===== config.mk =====
export PLATFORM = sky130hd
export DESIGN_NAME = uv_sensor_acquire_sequencer_unit_flat
export DESIGN_NICKNAME = d
export VERILOG_FILES = /design/src/sv/uvsaq_pkg.sv /design/src/sv/uvsaq_evt_if.sv /design/src/sv/uvsaq_res_if.sv /design/src/sv/uvsaq_cfg_if.sv /design/src/sv/uvsaq_ctrl.sv /design/src/sv/uvsaq_dp.sv /design/src/sv/uv_sensor_acquire_sequencer_unit.sv /design/src/flat_wrapper.sv
export SDC_FILE = /design/constraint.sdc
export NUM_CORES = 2
export LEC_CHECK = 0
export ABC_AREA = 1
export ABC_CLOCK_PERIOD_IN_PS = 10200
export BUFFER_PORTS_ARGS = -buffer_cell sky130_fd_sc_hd__buf_4
export CORE_AREA = 2 2 346 383
export CTS_CLUSTER_SIZE = 40
export DETAILED_ROUTE_END_ITERATION = 8
export DIE_AREA = 0 0 348 385
export GPL_ROUTABILITY_DRIVEN = 0
export PLACE_DENSITY = 0.65
export REMOVE_ABC_BUFFERS = 1
export SLEW_MARGIN = 15
export SYNTH_ARGS = -nofsm -noshare
export SYNTH_HDL_FRONTEND = slang
export SYNTH_SLANG_ARGS = --single-unit

===== constraint.sdc =====
create_clock -name clk -period 10.2 [get_ports clk]
set_input_delay 1.02 -clock clk [delete_from_list [all_inputs] [get_ports clk]]
set_output_delay 1.02 -clock clk [all_outputs]
set_load 0.05 [all_outputs]

===== src/sv/uvsaq_pkg.sv =====
`default_nettype none

package uvsaq_pkg;

	localparam int unsigned PowerWaitMsDef = 80;

	localparam int unsigned AccW = 58;
	localparam int unsigned RndBits = 21;

	localparam logic [1:0] MODE_TICK  = 2'd0;
	localparam logic [1:0] MODE_TIMER = 2'd1;
	localparam logic [1:0] MODE_BUS   = 2'd2;
	localparam logic [1:0] MODE_RSVD  = 2'd3;

	localparam logic [7:0] REG_CONF  = 8'h00;
	localparam logic [7:0] REG_UVA   = 8'h07;
	localparam logic [7:0] REG_UVB   = 8'h09;
	localparam logic [7:0] REG_COMP1 = 8'h0A;
	localparam logic [7:0] REG_COMP2 = 8'h0B;

	localparam logic [2:0] IntCodeMax = 3'd4;

	typedef enum logic [2:0] {
		CMD_NONE        = 3'd0,
		CMD_POWER_ON    = 3'd1,
		CMD_WRITE_CONF  = 3'd2,
		CMD_START_TIMER = 3'd3,
		CMD_READ_REG    = 3'd4,
		CMD_DONE_OFF    = 3'd5,
		CMD_ERROR_OFF   = 3'd6
	} cmd_t;

	typedef enum logic [2:0] {
		CFG_RUN_ENABLE = 3'd0,
		CFG_INT_CODE   = 3'd1,
		CFG_COEF_UVA_V = 3'd2,
		CFG_COEF_UVA_I = 3'd3,
		CFG_COEF_UVB_V = 3'd4,
		CFG_COEF_UVB_I = 3'd5,
		CFG_RESP_UVA   = 3'd6,
		CFG_RESP_UVB   = 3'd7
	} cfg_reg_t;

	typedef enum logic [2:0] {
		PH_OFF   = 3'd0,
		PH_POWER = 3'd1,
		PH_CONF  = 3'd2,
		PH_CONV  = 3'd3,
		PH_UVA   = 3'd4,
		PH_UVB   = 3'd5,
		PH_COMP1 = 3'd6,
		PH_COMP2 = 3'd7
	} phase_t;

	typedef enum logic {
		ST_IDLE = 1'b0,
		ST_CALC = 1'b1
	} ctl_state_t;

	typedef enum logic [3:0] {
		CS_A0  = 4'd0,
		CS_A1  = 4'd1,
		CS_A2  = 4'd2,
		CS_B0  = 4'd3,
		CS_B1  = 4'd4,
		CS_X0  = 4'd5,
		CS_X1  = 4'd6,
		CS_X2  = 4'd7,
		CS_FIN = 4'd8
	} calc_step_t;

	typedef struct packed {
		logic [1:0]  mode;
		logic        launch_ok;
		logic        xfer_ok;
		logic [15:0] read_word;
	} evt_word_t;

	typedef struct packed {
		cmd_t               command;
		logic [9:0]         timer_ms;
		logic [7:0]         bus_register;
		logic [15:0]        write_word;
		logic               result_valid;
		logic signed [31:0] uva_comp;
		logic signed [31:0] uvb_comp;
		logic signed [31:0] uv_index;
	} res_word_t;

	typedef struct packed {
		cfg_reg_t    index;
		logic [23:0] value;
	} cfg_word_t;

	typedef struct packed {
		logic       out_load;
		cmd_t       out_cmd;
		logic [7:0] out_reg;
		logic       cap_uva;
		logic       cap_uvb;
		logic       cap_comp1;
		logic       cap_comp2;
		logic       calc_en;
		calc_step_t calc_step;
		logic       fin_load;
	} dp_cmd_t;

	typedef struct packed {
		logic run_enable;
		logic out_free;
	} dp_sts_t;

	function automatic logic [2:0] eff_code(input logic [2:0] code);
		return (code > IntCodeMax) ? IntCodeMax : code;
	endfunction

	// conversion wait, 1.1x integration time
	function automatic logic [9:0] conv_wait_ms(input logic [2:0] eff);
		logic [9:0] ms;
		case (eff)
			3'd0: ms = 10'd55;
			3'd1: ms = 10'd110;
			3'd2: ms = 10'd220;
			3'd3: ms = 10'd440;
			default: ms = 10'd880;
		endcase
		return ms;
	endfunction

	function automatic logic signed [31:0] sat32(input logic signed [AccW-1:0] v);
		logic signed [31:0] r;
		if (v[AccW-1:31] != {(AccW-31){v[AccW-1]}}) begin
			r = v[AccW-1] ? 32'sh8000_0000 : 32'sh7FFF_FFFF;
		end else begin
			r = v[31:0];
		end
		return r;
	endfunction

endpackage

`default_nettype wire


===== src/sv/uvsaq_evt_if.sv =====
`default_nettype none

interface uvsaq_evt_if import uvsaq_pkg::*; ();
	logic      valid;
	logic      ready;
	evt_word_t data;

	modport source(output valid, output data, input ready);
	modport sink(input valid, input data, output ready);
endinterface

`default_nettype wire


===== src/sv/uvsaq_res_if.sv =====
`default_nettype none

interface uvsaq_res_if import uvsaq_pkg::*; ();
	logic      valid;
	logic      ready;
	res_word_t data;

	modport source(output valid, output data, input ready);
	modport sink(input valid, input data, output ready);
endinterface

`default_nettype wire


===== src/sv/uvsaq_cfg_if.sv =====
`default_nettype none

interface uvsaq_cfg_if import uvsaq_pkg::*; ();
	logic      valid;
	logic      ready;
	cfg_word_t data;

	modport source(output valid, output data, input ready);
	modport sink(input valid, input data, output ready);
endinterface

`default_nettype wire


===== src/sv/uvsaq_ctrl.sv =====
`default_nettype none

module uvsaq_ctrl import uvsaq_pkg::*; (
	input  logic       clk,
	input  logic       arst_n,
	input  logic       evt_valid,
	output logic       evt_ready,
	input  logic [1:0] mode,
	input  logic       launch_ok,
	input  logic       xfer_ok,
	input  dp_sts_t    sts,
	output dp_cmd_t    cmd
);

	ctl_state_t st_q, st_d;
	phase_t     ph_q, ph_d;
	logic       pend_q, pend_d;
	calc_step_t step_q, step_d;

	always_ff @(posedge clk or negedge arst_n) begin
		if (!arst_n) begin
			st_q   <= ST_IDLE;
			ph_q   <= PH_OFF;
			pend_q <= 1'b0;
			step_q <= CS_A0;
		end else begin
			st_q   <= st_d;
			ph_q   <= ph_d;
			pend_q <= pend_d;
			step_q <= step_d;
		end
	end

	always_comb begin
		st_d          = st_q;
		ph_d          = ph_q;
		pend_d        = pend_q;
		step_d        = step_q;
		evt_ready     = 1'b0;
		cmd           = '0;
		cmd.out_cmd   = CMD_NONE;
		cmd.calc_step = step_q;
		unique case (st_q)
			ST_IDLE: begin
				evt_ready = sts.out_free;
				if (evt_valid && sts.out_free) begin
					cmd.out_load = 1'b1;
					if (sts.run_enable && mode != MODE_RSVD) begin
						if (ph_q == PH_OFF) begin
							if (mode == MODE_TICK || pend_q) begin
								pend_d      = 1'b0;
								ph_d        = PH_POWER;
								cmd.out_cmd = CMD_POWER_ON;
							end
						end else if (mode == MODE_TICK) begin
							pend_d = 1'b1;
						end else begin
							unique case (ph_q)
								PH_OFF: begin
								end
								PH_POWER: begin
									if (mode == MODE_TIMER) begin
										if (!launch_ok) begin
											ph_d        = PH_OFF;
											cmd.out_cmd = CMD_ERROR_OFF;
										end else begin
											ph_d        = PH_CONF;
											cmd.out_cmd = CMD_WRITE_CONF;
											cmd.out_reg = REG_CONF;
										end
									end
								end
								PH_CONF: begin
									if (mode == MODE_BUS) begin
										if (!xfer_ok) begin
											ph_d        = PH_OFF;
											cmd.out_cmd = CMD_ERROR_OFF;
										end else begin
											ph_d        = PH_CONV;
											cmd.out_cmd = CMD_START_TIMER;
										end
									end
								end
								PH_CONV: begin
									if (mode == MODE_TIMER) begin
										if (!launch_ok) begin
											ph_d        = PH_OFF;
											cmd.out_cmd = CMD_ERROR_OFF;
										end else begin
											ph_d        = PH_UVA;
											cmd.out_cmd = CMD_READ_REG;
											cmd.out_reg = REG_UVA;
										end
									end
								end
								PH_UVA: begin
									if (mode == MODE_BUS) begin
										if (!xfer_ok) begin
											ph_d        = PH_OFF;
											cmd.out_cmd = CMD_ERROR_OFF;
										end else begin
											cmd.cap_uva = 1'b1;
											if (!launch_ok) begin
												ph_d        = PH_OFF;
												cmd.out_cmd = CMD_ERROR_OFF;
											end else begin
												ph_d        = PH_UVB;
												cmd.out_cmd = CMD_READ_REG;
												cmd.out_reg = REG_UVB;
											end
										end
									end
								end
								PH_UVB: begin
									if (mode == MODE_BUS) begin
										if (!xfer_ok) begin
											ph_d        = PH_OFF;
											cmd.out_cmd = CMD_ERROR_OFF;
										end else begin
											cmd.cap_uvb = 1'b1;
											if (!launch_ok) begin
												ph_d        = PH_OFF;
												cmd.out_cmd = CMD_ERROR_OFF;
											end else begin
												ph_d        = PH_COMP1;
												cmd.out_cmd = CMD_READ_REG;
												cmd.out_reg = REG_COMP1;
											end
										end
									end
								end
								PH_COMP1: begin
									if (mode == MODE_BUS) begin
										if (!xfer_ok) begin
											ph_d        = PH_OFF;
											cmd.out_cmd = CMD_ERROR_OFF;
										end else begin
											cmd.cap_comp1 = 1'b1;
											if (!launch_ok) begin
												ph_d        = PH_OFF;
												cmd.out_cmd = CMD_ERROR_OFF;
											end else begin
												ph_d        = PH_COMP2;
												cmd.out_cmd = CMD_READ_REG;
												cmd.out_reg = REG_COMP2;
											end
										end
									end
								end
								PH_COMP2: begin
									if (mode == MODE_BUS) begin
										if (!xfer_ok) begin
											ph_d        = PH_OFF;
											cmd.out_cmd = CMD_ERROR_OFF;
										end else begin
											// result comes from the compensation pass
											cmd.out_load  = 1'b0;
											cmd.cap_comp2 = 1'b1;
											ph_d          = PH_OFF;
											st_d          = ST_CALC;
											step_d        = CS_A0;
										end
									end
								end
							endcase
						end
					end
				end
			end
			ST_CALC: begin
				cmd.calc_en = 1'b1;
				if (step_q == CS_FIN) begin
					if (sts.out_free) begin
						cmd.fin_load = 1'b1;
						st_d         = ST_IDLE;
					end
				end else begin
					step_d = calc_step_t'(step_q + 4'd1);
				end
			end
		endcase
	end

endmodule

`default_nettype wire


===== src/sv/uvsaq_dp.sv =====
`default_nettype none

module uvsaq_dp import uvsaq_pkg::*; #(
	parameter int unsigned POWER_WAIT_MS = PowerWaitMsDef
) (
	input  logic        clk,
	input  logic        arst_n,
	uvsaq_cfg_if.sink   cfg,
	uvsaq_res_if.source res,
	input  logic [15:0] read_word,
	input  dp_cmd_t     cmd,
	output dp_sts_t     sts
);

	logic               run_en_q;
	logic [2:0]         int_code_q;
	logic signed [15:0] cva_q, cia_q, cvb_q, cib_q;
	logic [23:0]        resp_a_q, resp_b_q;

	logic signed [15:0] raw_uva_q, raw_uvb_q, raw_c1_q, raw_c2_q;
	logic signed [31:0] last_index_q;
	logic signed [31:0] ua_q, ub_q;
	logic signed [AccW-1:0] prod_q, acc_q;

	logic               res_valid_q;
	res_word_t          res_q;

	logic signed [32:0] mul_a;
	logic signed [24:0] mul_b;
	logic [2:0]         eff;
	logic signed [AccW-1:0] rnd, quo;
	logic signed [31:0] idx;

	assign cfg.ready = 1'b1;

	always_ff @(posedge clk or negedge arst_n) begin
		if (!arst_n) begin
			run_en_q   <= 1'b0;
			int_code_q <= 3'd1;
			cva_q      <= 16'sd9093;
			cia_q      <= 16'sd5448;
			cvb_q      <= 16'sd12083;
			cib_q      <= 16'sd7127;
			resp_a_q   <= 24'd24512;
			resp_b_q   <= 24'd43470;
		end else if (cfg.valid) begin
			unique case (cfg.data.index)
				CFG_RUN_ENABLE: run_en_q   <= cfg.data.value[0];
				CFG_INT_CODE:   int_code_q <= cfg.data.value[2:0];
				CFG_COEF_UVA_V: cva_q      <= cfg.data.value[15:0];
				CFG_COEF_UVA_I: cia_q      <= cfg.data.value[15:0];
				CFG_COEF_UVB_V: cvb_q      <= cfg.data.value[15:0];
				CFG_COEF_UVB_I: cib_q      <= cfg.data.value[15:0];
				CFG_RESP_UVA:   resp_a_q   <= cfg.data.value;
				CFG_RESP_UVB:   resp_b_q   <= cfg.data.value;
			endcase
		end
	end

	always_ff @(posedge clk or negedge arst_n) begin
		if (!arst_n) begin
			raw_uva_q <= '0;
			raw_uvb_q <= '0;
			raw_c1_q  <= '0;
		end else begin
			if (cmd.cap_uva) raw_uva_q <= read_word;
			if (cmd.cap_uvb) raw_uvb_q <= read_word;
			if (cmd.cap_comp1) raw_c1_q <= read_word;
		end
	end

	always_ff @(posedge clk) begin
		if (cmd.cap_comp2) raw_c2_q <= read_word;
	end

	// shared multiplier operand select
	always_comb begin
		mul_a = {{17{cva_q[15]}}, cva_q};
		mul_b = {{9{raw_c1_q[15]}}, raw_c1_q};
		case (cmd.calc_step)
			CS_A1: begin
				mul_a = {{17{cia_q[15]}}, cia_q};
				mul_b = {{9{raw_c2_q[15]}}, raw_c2_q};
			end
			CS_A2: begin
				mul_a = {{17{cvb_q[15]}}, cvb_q};
				mul_b = {{9{raw_c1_q[15]}}, raw_c1_q};
			end
			CS_B0: begin
				mul_a = {{17{cib_q[15]}}, cib_q};
				mul_b = {{9{raw_c2_q[15]}}, raw_c2_q};
			end
			CS_B1: begin
				mul_a = {ua_q[31], ua_q};
				mul_b = {1'b0, resp_a_q};
			end
			CS_X1: begin
				mul_a = {ub_q[31], ub_q};
				mul_b = {1'b0, resp_b_q};
			end
			default: begin
			end
		endcase
	end

	always_ff @(posedge clk) begin
		if (cmd.calc_en) begin
			prod_q <= mul_a * mul_b;
			case (cmd.calc_step)
				CS_A0: acc_q <= {{(AccW-28){raw_uva_q[15]}}, raw_uva_q, 12'b0};
				CS_A1, CS_A2, CS_B1: acc_q <= acc_q - prod_q;
				CS_B0: begin
					ua_q  <= sat32(acc_q);
					acc_q <= {{(AccW-28){raw_uvb_q[15]}}, raw_uvb_q, 12'b0} - prod_q;
				end
				CS_X0: begin
					ub_q  <= sat32(acc_q);
					acc_q <= prod_q;
				end
				CS_X2: acc_q <= acc_q + prod_q;
				default: begin
				end
			endcase
		end
	end

	// divide by 2^21, truncating toward zero
	assign rnd = acc_q + {{(AccW-RndBits){1'b0}}, {RndBits{acc_q[AccW-1]}}};
	assign quo = rnd >>> RndBits;
	assign idx = sat32(quo);
	assign eff = eff_code(int_code_q);

	always_ff @(posedge clk or negedge arst_n) begin
		if (!arst_n) begin
			last_index_q <= '0;
		end else if (cmd.fin_load) begin
			last_index_q <= idx;
		end
	end

	always_ff @(posedge clk or negedge arst_n) begin
		if (!arst_n) begin
			res_valid_q <= 1'b0;
		end else if (cmd.out_load || cmd.fin_load) begin
			res_valid_q <= 1'b1;
		end else if (res.ready) begin
			res_valid_q <= 1'b0;
		end
	end

	always_ff @(posedge clk) begin
		if (cmd.fin_load) begin
			res_q.command      <= CMD_DONE_OFF;
			res_q.timer_ms     <= '0;
			res_q.bus_register <= '0;
			res_q.write_word   <= '0;
			res_q.result_valid <= 1'b1;
			res_q.uva_comp     <= ua_q;
			res_q.uvb_comp     <= ub_q;
			res_q.uv_index     <= idx;
		end else if (cmd.out_load) begin
			res_q.command      <= cmd.out_cmd;
			res_q.timer_ms     <= (cmd.out_cmd == CMD_POWER_ON) ? 10'(POWER_WAIT_MS) :
				(cmd.out_cmd == CMD_START_TIMER) ? conv_wait_ms(eff) : 10'd0;
			res_q.bus_register <= cmd.out_reg;
			res_q.write_word   <= (cmd.out_cmd == CMD_WRITE_CONF) ?
				{9'b0, eff, 4'b0010} : 16'h0000;
			res_q.result_valid <= 1'b0;
			res_q.uva_comp     <= '0;
			res_q.uvb_comp     <= '0;
			res_q.uv_index     <= last_index_q;
		end
	end

	assign res.valid      = res_valid_q;
	assign res.data       = res_q;
	assign sts.run_enable = run_en_q;
	assign sts.out_free   = !res_valid_q || res.ready;

endmodule

`default_nettype wire


===== src/sv/uv_sensor_acquire_sequencer_unit.sv =====
// UV sensor measurement sequencer.
// evt: one event word per handshake (period tick, timer done, bus complete),
//   with launch/transfer status and the word read by a finished transfer.
// res: exactly one result word per event word: the next command for the
//   sensor bus/timer, and on the last read the compensated UVA/UVB and index.
// cfg: register writes (index, value), always ready; write only while idle.
// A result word is registered at the clock edge that takes its event word,
//   so an event is taken every cycle while results drain, outside the compensation pass.
// The last read (COMP2) runs a compensation pass on one shared
//   33x25 multiplier and accumulator, stepping A0 to X2 and then FIN,
//   and evt.ready stays low until its result word is loaded.
// A stalled res holds its word; evt.ready drops until the output
//   register frees up.
// Reset: sensor sequence off, no pending tick, last index zero,
//   registers at their documented defaults, no result pending.
`default_nettype none

module uv_sensor_acquire_sequencer_unit import uvsaq_pkg::*; #(
	parameter int unsigned POWER_WAIT_MS = PowerWaitMsDef
) (
	input  logic        clk,
	input  logic        arst_n,
	uvsaq_cfg_if.sink   cfg,
	uvsaq_evt_if.sink   evt,
	uvsaq_res_if.source res
);

	dp_cmd_t dp_cmd;
	dp_sts_t dp_sts;
	logic    evt_ready;

	assign evt.ready = evt_ready;

	uvsaq_ctrl u_ctrl (
		.clk       (clk),
		.arst_n    (arst_n),
		.evt_valid (evt.valid),
		.evt_ready (evt_ready),
		.mode      (evt.data.mode),
		.launch_ok (evt.data.launch_ok),
		.xfer_ok   (evt.data.xfer_ok),
		.sts       (dp_sts),
		.cmd       (dp_cmd)
	);

	uvsaq_dp #(
		.POWER_WAIT_MS (POWER_WAIT_MS)
	) u_dp (
		.clk       (clk),
		.arst_n    (arst_n),
		.cfg       (cfg),
		.res       (res),
		.read_word (evt.data.read_word),
		.cmd       (dp_cmd),
		.sts       (dp_sts)
	);

endmodule

`default_nettype wire


===== src/flat_wrapper.sv =====
// flat-port wrapper written by rule: the top's interface ports become plain ports
module uv_sensor_acquire_sequencer_unit_flat import uvsaq_pkg::*;
#(
	parameter int unsigned POWER_WAIT_MS = PowerWaitMsDef
)
  (clk, arst_n, cfg_valid, cfg_data, cfg_ready, evt_valid, evt_data, evt_ready, res_valid, res_data, res_ready);
  uvsaq_cfg_if cfg_i ();
  uvsaq_evt_if evt_i ();
  uvsaq_res_if res_i ();
  input  logic clk;
  input  logic arst_n;
  input wire logic [$bits(cfg_i.valid)-1:0] cfg_valid;
  input wire logic [$bits(cfg_i.data)-1:0] cfg_data;
  output wire logic [$bits(cfg_i.ready)-1:0] cfg_ready;
  input wire logic [$bits(evt_i.valid)-1:0] evt_valid;
  input wire logic [$bits(evt_i.data)-1:0] evt_data;
  output wire logic [$bits(evt_i.ready)-1:0] evt_ready;
  output wire logic [$bits(res_i.valid)-1:0] res_valid;
  output wire logic [$bits(res_i.data)-1:0] res_data;
  input wire logic [$bits(res_i.ready)-1:0] res_ready;
  assign cfg_i.valid = cfg_valid;
  assign cfg_i.data = cfg_data;
  assign cfg_ready = cfg_i.ready;
  assign evt_i.valid = evt_valid;
  assign evt_i.data = evt_data;
  assign evt_ready = evt_i.ready;
  assign res_valid = res_i.valid;
  assign res_data = res_i.data;
  assign res_i.ready = res_ready;
  uv_sensor_acquire_sequencer_unit #(.POWER_WAIT_MS(POWER_WAIT_MS)) u_core (.clk(clk), .arst_n(arst_n), .cfg(cfg_i), .evt(evt_i), .res(res_i));
endmodule

==> metrics.yaml <==
fp.coreArea_sq_um: 130000
post-route-drc-count: 0
rsz0062_at_grt: "no"
drtAntennaViolNets: 0
netlist_area_sq_um: 60800
hold_class: "in2async"
slew_viol_final: 0
routed.top_layer: "met5"
area_delta_synth_final_pct: 8.26
skew_ps: 70.3
synthArstFlopShare_pct: 39.6
grt_max_degree: 79
fill_cells: 12400
startpoint: "u_core.u_ctrl.step_q[1]"
wire_per_inst_um: 21.4
worstPathArrival_ps: 10080
num_antenna_cells: 0
fin_ws_ps: 453
dr_wl_met2_um: 92100
avgSynthCellArea_sq_um: 8.00
power_density_nw_per_um2: 165
crit_end: "u_core.u_dp.prod_q[49]"
io_pins: 189
cp.depth: 38
p_total_mw: 10.8
crit_buf_inv: 14
min_period_ps: 9750
wl_um: 202000
portBuffers: 171
synth-compound-area-share_pct: 9.16
yosysWarnings: 0
crit_type: "reg2reg"
drive_above_1_share_pct: 6.83
fin_crit_sh_pct: 95.6
cp-start-kind: "register"
reg2regPathDepth: 38
instances_no_fill: 9438
grt_usage_pct: 30.6
clkTransAtPathRegs_ps: 60
antenna_found_initial: 3
grt_overflow: 0
via_per_inst: 5.56
setup_viol_count_final: 0
grt_pass1_wl_um: 312000
num_vias: 52500
synth_xor_area_share_pct: 2.00
die_area_sq_um: 134000
timing.rr.end: "u_core.u_dp.prod_q[49]"
netlist.area_leader.share_pct: 27.2
drt-met1-wl_um: 77900
fin_nets: 8863
ys_seq_area_share_pct: 23.7
start_util_pct: 46.8
cts_made_buffers: 53
ys_types: 63
place_inst: 9337
root_buffer: "clkbuf_16"
tns_ps: 0
drt_first_pass_iters: 6
status: "finished, final reports clean"
r2r_start: "u_core.u_ctrl.step_q[1]"
die_width_um: 348
p_leak_nw: 33.3
synth_flop_cell: "edfxtp_1"
synth.area.top_cells: "fa_1, edfxtp_1, nand2_1"
crit_top_cell: "inv_1"
irDropWorstVdd_mv: 0.155
fmax_mhz: 103
critical_path.max_fanout: 18
cp-end-kind: "register"
placementRows: 139
synthSimpleGateAreaFrac_pct: 19.9
wl_met3_um: 17700
synth-edff-count: 292
hold_viol_final: 0
synth_top_family_by_area: "adder cells"
r2r_slack_ps: 450
slowest_delay_ps: 550
grt_pass1_vias: 53800
place_ws_ps: 325
path_delay_family: "adder cells"
muxShareOfSynthArea_pct: 0.130
cts_tree: "done"
die_h_um: 385
cts.sinks: 520
synth_cells: 7603
cp_slowest_cell: "fa_1"
synth_adder_area_share_pct: 33.1
max_cap_viol_count: 0
clk_path_buf_depth: 3
worst_pin_slew_ps: 1210
slew_headroom_pct: 18.5
required_ps: 10530
place_hpwl_um: 166000
synth-seq-cells: 520
drtIter0Drc: 5074
htreeDepth: 2
clk_latency_ps: 670
yosys.area.top_type: "fa_1"
cells in the final DEF, fill, tap and decap left out, types with 27 or more instances in the layout:
master / n
nor3_1: 53
edfxtp_1: 292
nand3_1: 205
nand4_1: 102
xor2_1: 105
fa_1: 827
a31oi_1: 49
inv_1: 1595
xnor2_1: 34
inv_2: 27
dfrtp_1: 157
a221oi_1: 32
or2_2: 27
dfstp_2: 48
nor4_1: 32
nand2_1: 1688
o2111ai_1: 27
clkbuf_16: 54
buf_4: 278
a21oi_1: 288
o21ai_0: 400
nor2_1: 813
o21bai_1: 30
ha_1: 283
cells in the mapped netlist, types with 6 or more instances:
library cell	instances
nand2_1	1691
or2_2	27
nor2_2	10
xor2_1	105
o31ai_1	6
a31oi_1	50
a21oi_1	288
o2111ai_1	27
dfrtp_1	158
buf_2	72
nor2_1	817
o21ai_0	401
o221ai_1	20
o22ai_1	23
nor4_1	32
a21boi_0	11
buf_4	27
nand3_1	205
dfstp_2	48
xnor2_1	34
buf_1	8
o211ai_1	18
nand4_1	102
fa_1	827
edfxtp_1	292
a21o_1	17
dfxtp_1	22
and3_1	7
inv_1	1598
ha_1	283
a221oi_1	33
mux2_2	7
buf_6	6
o21bai_1	30
clkbuf_1	140
nand2_2	11
nand3b_1	10
o21a_1	19
inv_2	26
nor3_1	54
area by class of cell:
type                    instances  area (sq um)  area share (%)
repair buffers                281          2140            3.25
clock buffers                  66          1450            2.20
well taps                    1692          2120            3.22
flip-flops and latches        520         14400            21.9
multi-input cells            5215         39200            59.6
inverters                    1630          6130            9.31
clock inverters                34           358           0.544
sequential cells by signal, indices dropped and copies added, names as in the netlist, 24 cells and up:
| name | flops |
|---|---|
| u_core.u_dp.res.data | 118 |
| u_core.u_dp.acc_q | 58 |
| u_core.u_dp.prod_q | 58 |
| u_core.u_dp.last_index_q | 32 |
| u_core.u_dp.ua_q | 32 |
| u_core.u_dp.ub_q | 32 |
| u_core.u_dp.resp_a_q | 24 |
| u_core.u_dp.resp_b_q | 24 |
repair_timing:
action,CTS,global route
endpoints found under the hold margin,0,0
resized for setup,0,2
setup buffers,0,1
endpoints found under the setup margin,0,5
hold buffers,0,0
per-stage QoR:
step	hold slack, ps	util, %	cell area [sq um]
floorplan	441	-	59700
global placement	436	49.3	64000
detailed placement	440	49.3	64000
CTS	328	50.6	65800
global route	339	50.7	65800
finish	313	50.7	65800
metal layers:
layer / vias up / global-route usage [%]
met5: - / 0
met4: 2 / 18.1
met3: 613 / 4.82
met2: 2610 / 49.7
met1: 25600 / 38.7
li1: 23700 / -
cells by family (layout without fill, tap and decap cells):
group / count (synthesis) / count (layout)
simple gates: 2976 / 2976
buf+inv: 1883 / 2011
fa+ha+maj: 1110 / 1110
compound gates: 966 / 966
flops: 520 / 520
xor+xnor: 139 / 139
mux: 7 / 7
other cells: 2 / 17
where the power goes:
| part | switching [mW] | total [mW] | internal (mW) |
|---|---|---|---|
| sequential | 0.228 | 3.01 | 2.78 |
| combinational | 3.97 | 5.81 | 1.84 |
| clock | 0.901 | 2.03 | 1.13 |
worst register-to-register path: cells and delay by family, from the launching register on:
kind / cells / cell delay [ps]
compound gates: 6 / 1490
xor+xnor: 1 / 160
fa+ha+maj: 9 / 4080
buf+inv: 14 / 1950
flops: 1 / 420
simple gates: 8 / 1360
worst min path at each step:
stage                                     start                          end  slack [ps]
CTS                                      arst_n         u_core.u_dp.cia_q[0]         330
global route                             arst_n    u_core.u_dp.int_code_q[2]         340
finish                                   arst_n    u_core.u_dp.int_code_q[2]         310
floorplan           u_core.u_dp.last_index_q[0]  u_core.u_dp.last_index_q[0]         440
global placement       u_core.u_dp.res.data[96]     u_core.u_dp.res.data[96]         440
detailed placement     u_core.u_dp.res.data[96]     u_core.u_dp.res.data[96]         440
Note: power is estimated with default switching activity, not from simulation.
